## src/hdl/rational_arithmetic_unit_defines.svh

```systemverilog
// Assertion macros for the rational arithmetic unit.
// Used by the top level; no other dependencies.
`ifndef RATIONAL_ARITHMETIC_UNIT_DEFINES_SVH
`define RATIONAL_ARITHMETIC_UNIT_DEFINES_SVH

// implication checked on every clock edge outside reset
`define RAU_ASSERT_IMPL(label, ante, cons, msg) \
  label: assert property (@(posedge clk) disable iff (!rst_n) (ante) |-> (cons)) \
    else $error(msg);

// property checked in the cycle after the antecedent
`define RAU_ASSERT_NEXT(label, ante, cons, msg) \
  label: assert property (@(posedge clk) disable iff (!rst_n) (ante) |=> (cons)) \
    else $error(msg);

`endif

```

## src/hdl/rau_pkg.sv

```systemverilog
// Shared types and constants for the rational arithmetic unit.
// No dependencies.
package rau_pkg;
  localparam int WordWidth = 32;
  localparam int DenWidth  = WordWidth - 1;
  localparam int WideWidth = 2 * WordWidth;
  localparam int CntWidth  = $clog2(WideWidth + 1);

  localparam logic [1:0] OP_ADD = 2'd0;
  localparam logic [1:0] OP_SUB = 2'd1;
  localparam logic [1:0] OP_MUL = 2'd2;
  localparam logic [1:0] OP_DIV = 2'd3;

  localparam logic [1:0] ST_OK   = 2'd0;
  localparam logic [1:0] ST_ZDEN = 2'd1;
  localparam logic [1:0] ST_OVF  = 2'd2;

  typedef struct packed {
    logic [WideWidth-1:0] nm;
    logic [WideWidth-1:0] dm;
    logic                 neg;
    logic                 zden;
  } raw_t;
endpackage

```

## src/hdl/rau_queue.sv

```systemverilog
// Two-entry queue between front and back ends.
// Depends on rau_pkg.
module rau_queue import rau_pkg::*; (
  input  logic clk,
  input  logic rst_n,
  input  logic wr_valid,
  output logic wr_stall,
  input  raw_t wr_data,
  output logic rd_valid,
  input  logic rd_stall,
  output raw_t rd_data
);
  raw_t mem_r [2];
  logic wp_r, rp_r;
  logic [1:0] cnt_r;
  logic wr, rd;

  assign wr_stall = (cnt_r == 2'd2);
  assign rd_valid = (cnt_r != 2'd0);
  assign rd_data  = mem_r[rp_r];
  assign wr = wr_valid && !wr_stall;
  assign rd = rd_valid && !rd_stall;

  always_ff @(posedge clk) begin
    if (!rst_n) begin
      wp_r <= 1'b0; rp_r <= 1'b0; cnt_r <= 2'd0;
    end else begin
      if (wr) wp_r <= ~wp_r;
      if (rd) rp_r <= ~rp_r;
      cnt_r <= cnt_r + 2'(wr) - 2'(rd);
    end
    if (wr) mem_r[wp_r] <= wr_data;
  end
endmodule

```

## config.mk

```make
export PLATFORM = sky130hd
export DESIGN_NAME = rau_queue
export DESIGN_NICKNAME = d
export VERILOG_FILES = /design/src/hdl/rational_arithmetic_unit_defines.svh /design/src/hdl/rau_pkg.sv /design/src/hdl/rau_queue.sv
export SDC_FILE = /design/constraint.sdc
export NUM_CORES = 1
export LEC_CHECK = 0
export BUFFER_PORTS_ARGS = -buffer_cell sky130_fd_sc_hd__buf_2
export CAP_MARGIN = 20
export CORE_UTILIZATION = 35
export CTS_CLUSTER_SIZE = 20
export DETAILED_ROUTE_END_ITERATION = 7
export PLACE_DENSITY = 0.56
export SETUP_SLACK_MARGIN = 0.4
export SYNTH_ARGS = -nofsm -noshare
export SYNTH_HDL_FRONTEND = slang
export SYNTH_SLANG_ARGS = --single-unit
```

## constraint.sdc

```tcl
create_clock -name clk -period 22.6 [get_ports clk]
set_clock_uncertainty 0.2 [all_clocks]
set_input_delay 5.65 -clock clk [delete_from_list [all_inputs] [get_ports clk]]
set_output_delay 5.65 -clock clk [all_outputs]
set_load 0.01 [all_outputs]
```

==> results.md <==
- Port-buffer cells: 265
- Vias post-DR: slightly below 5,000
- Hold bufs inserted after CTS: 0
- Fillers: approximately 2,400
- Area share of the largest cell type after synthesis: 0.808
- FMAX: 114 MHz
- Syn-to-layout area delta: 26.3%
- DR iter-0 viols: 230
- Reg clk slew, reported paths: 0.05 ns
- DR vias/cell: about 4.6
- Initial Util: 0.357
- Worst Hold Class: flip-flop to flip-flop
- Clk network pwr share: 0.313
- Synth Area per Inst: around 22 sq um
- Power per cell area: 110 nW/um^2
- Internal power: 0.994 mW
- Wire per inst: 17.2 um
- Total die area: between 20,000 and 30,000 sq um
- WS Path Type: flip-flop to output port
- Worst skew pair latency: 0.53 ns
- WP data required: 16.75 ns
- Crit share post-route: 0.387
- Final ANT Viol Nets: 0
- Headroom to the max-slew limit: 0.377
- GPL Wtd Cong: slightly above 0.7
- DP HPWL: 12.0 mm
- Switch share: 0.259
- FF+latch count, synth: about 270
- Post-synth top area cell: edfxtp_1
- Post-synthesis cell area: between 9000 and 10,000 sq um
- Io pins: 266
- Maximum vdd drop: 0.0680 mV
- Post-Syn Nets: 566
- Dpl cells: 1,026
- Maximum fanout along the worst path: 66
- TritonCTS Sinks: between 200 and 300
- Reg power frac: 0.481
- Commonest non-fill, non-tap cell in the layout: buf_2
- Leak: approximately 4.5 nW
- Post-route setup TNS: 0 ns
- CTS tree: yes
- Global route overflow: 0
- Largest cells by area after synthesis: edfxtp_1, mux2_2, buf_6
- H-tree Lvls: 1
- Core area: around 27,000 sq um
- Post_cts resized: 0
- # Max-Cap Violations: 0
- TritonRoute pass-1 iters: 4
- Vias in the first global route: 5,378
- Final min period: 8.76 ns
- Cts bufs inserted: 29
- Final std cells w/o fill: about 1,100
- Logic pwr share: 0.206
- Most frequent cells in the layout: buf_2, edfxtp_1, mux2_2
- Synth unique cells: 19
- Initial antenna violation count: 3
- Worst slew pin tran: about 0.93 ns
- DRC viols: 0
- Ratio of cells with drive above 1 in the final layout: 0.598
- Max-slew violations: 0
- P_sw: about 0.35 mW
- Syn. warnings: 0
- Die Ht: roughly 170 um
- Global-route wire length before repair: 28.2 mm
- RSZ-0062 raised after global routing: no
- Final nets: approximately 850
- Clock tree buffer depth: 3
- Seq/Total Area, Yosys: 0.819
- Root buffer cell: clkbuf_16
- CP endpoint kind: output port
- Arrival time worst endpoint: 2.91 ns
- Largest net degree at the start of global routing: 85
- Tot GR Track Use: 0.128
- Num rows: 60
- Setup-failing EPs final: 0
- Die width: approximately 170 um
- Status: complete, no violations
- Post-Syn Instances: between 400 and 500
- Hold Fails Final Rpt: 0
- Routed Wire Length: 18.6 mm
- Worst setup SP type: flip-flop
- Post-CTS setup buffers: 0
-- cells in the mapped netlist --
library cell	instances
nand2_1	3
edfxtp_1	260
mux2i_1	3
xnor2_1	1
nor2b_4	1
mux2_2	130
and2_1	1
nand2b_1	3
nor2_1	1
ha_1	2
buf_6	10
inv_1	2
and3_1	1
nor2b_1	1
dfxtp_1	5
or2_2	1
buf_4	1
buf_2	3
xor2_1	1
-- routing by layer --
| metal | GRT usage | vias to the layer above | wire length (um) | part of all wire |
|---|---|---|---|---|
| met2 | 0.221 | 177 | 9110 | 0.49 |
| li1 | - | 2290 | - | - |
| met4 | 0.0407 | 4 | 552 | 0.030 |
| met3 | 0.0480 | 42 | 1620 | 0.087 |
| met1 | 0.147 | 2416 | 7260 | 0.39 |
| met5 | 0 | - | 27 | 0.0015 |
-- power by group through the flow --
| stage | Combinational, mW | Clock [mW] | Sequential, mW |
|---|---|---|---|
| 2_1_floorplan | 0.188 | 0 | 0.649 |
| 3_3_place_gp | 0.275 | 0 | 0.654 |
| 3_5_place_dp | 0.279 | 0 | 0.658 |
| 4_1_cts | 0.280 | 0.434 | 0.648 |
| 5_1_grt | 0.299 | 0.453 | 0.653 |
| 6_report | 0.277 | 0.420 | 0.645 |
-- cells by family after synthesis --
| group | Yosys count | share of synthesized area |
|---|---|---|
| adders and majority gates | 2 | 0.00259 |
| DFF | 265 | 0.819 |
| muxes | 133 | 0.155 |
| buffers and inverters | 16 | 0.0148 |
| and+or+nand+nor | 12 | 0.00751 |
| xor gates and xnor gates | 2 | 0.00181 |
-- final timing paths --
path                             from                endpoint  slack, ns  cells after the start
setup / recovery            flip-flop             rd_data[54]      13.84                      3
hold / removal      rp_r$_SDFFE_PN0P_               flip-flop       0.29                      2
setup reg to reg  cnt_r[0]$_SDFF_PN0_  mem_r[1][92]$_DFFE_PP_      19.75                      3
hold reg to reg     rp_r$_SDFFE_PN0P_               flip-flop       0.29                      2
-- critical path, cell delays in order (launching register included) --
cell and delay [ns]:
dfxtp_4 0.93, buf_4 0.81, mux2_2 0.43, buf_2 0.14
-- flip-flops by register name, indices dropped and copies added, names as in the netlist, named ones only --
register,cells
wp_r,1
mem_r,260
cnt_r,2
rp_r,1
-- stage by stage --
stage	power, mW	area [sq um]	hold slack (ns)	setup slack (ns)	utilization
after global placement	0.929	11300	0.252	14.32	0.419
after floorplan	0.837	9660	0.252	10.63	-
final	1.34	12200	0.288	13.84	0.452
after global routing	1.40	12200	0.329	13.60	0.451
after detailed placement	0.936	11300	0.274	14.28	0.419
after CTS	1.36	12200	0.289	13.69	0.450
-- cell type report --
type                    count  area (sq um)  area share
diodes                      1          2.50    0.000205
clock buffers              37           756      0.0619
clock inverters            14          93.8     0.00769
inverters                   2          7.51    0.000615
multi-input cells         149          1620       0.133
flip-flops and latches    265          7910       0.648
well taps                 341           427      0.0350
repair buffers            270          1380       0.113
(Power assumes the default switching activity.)
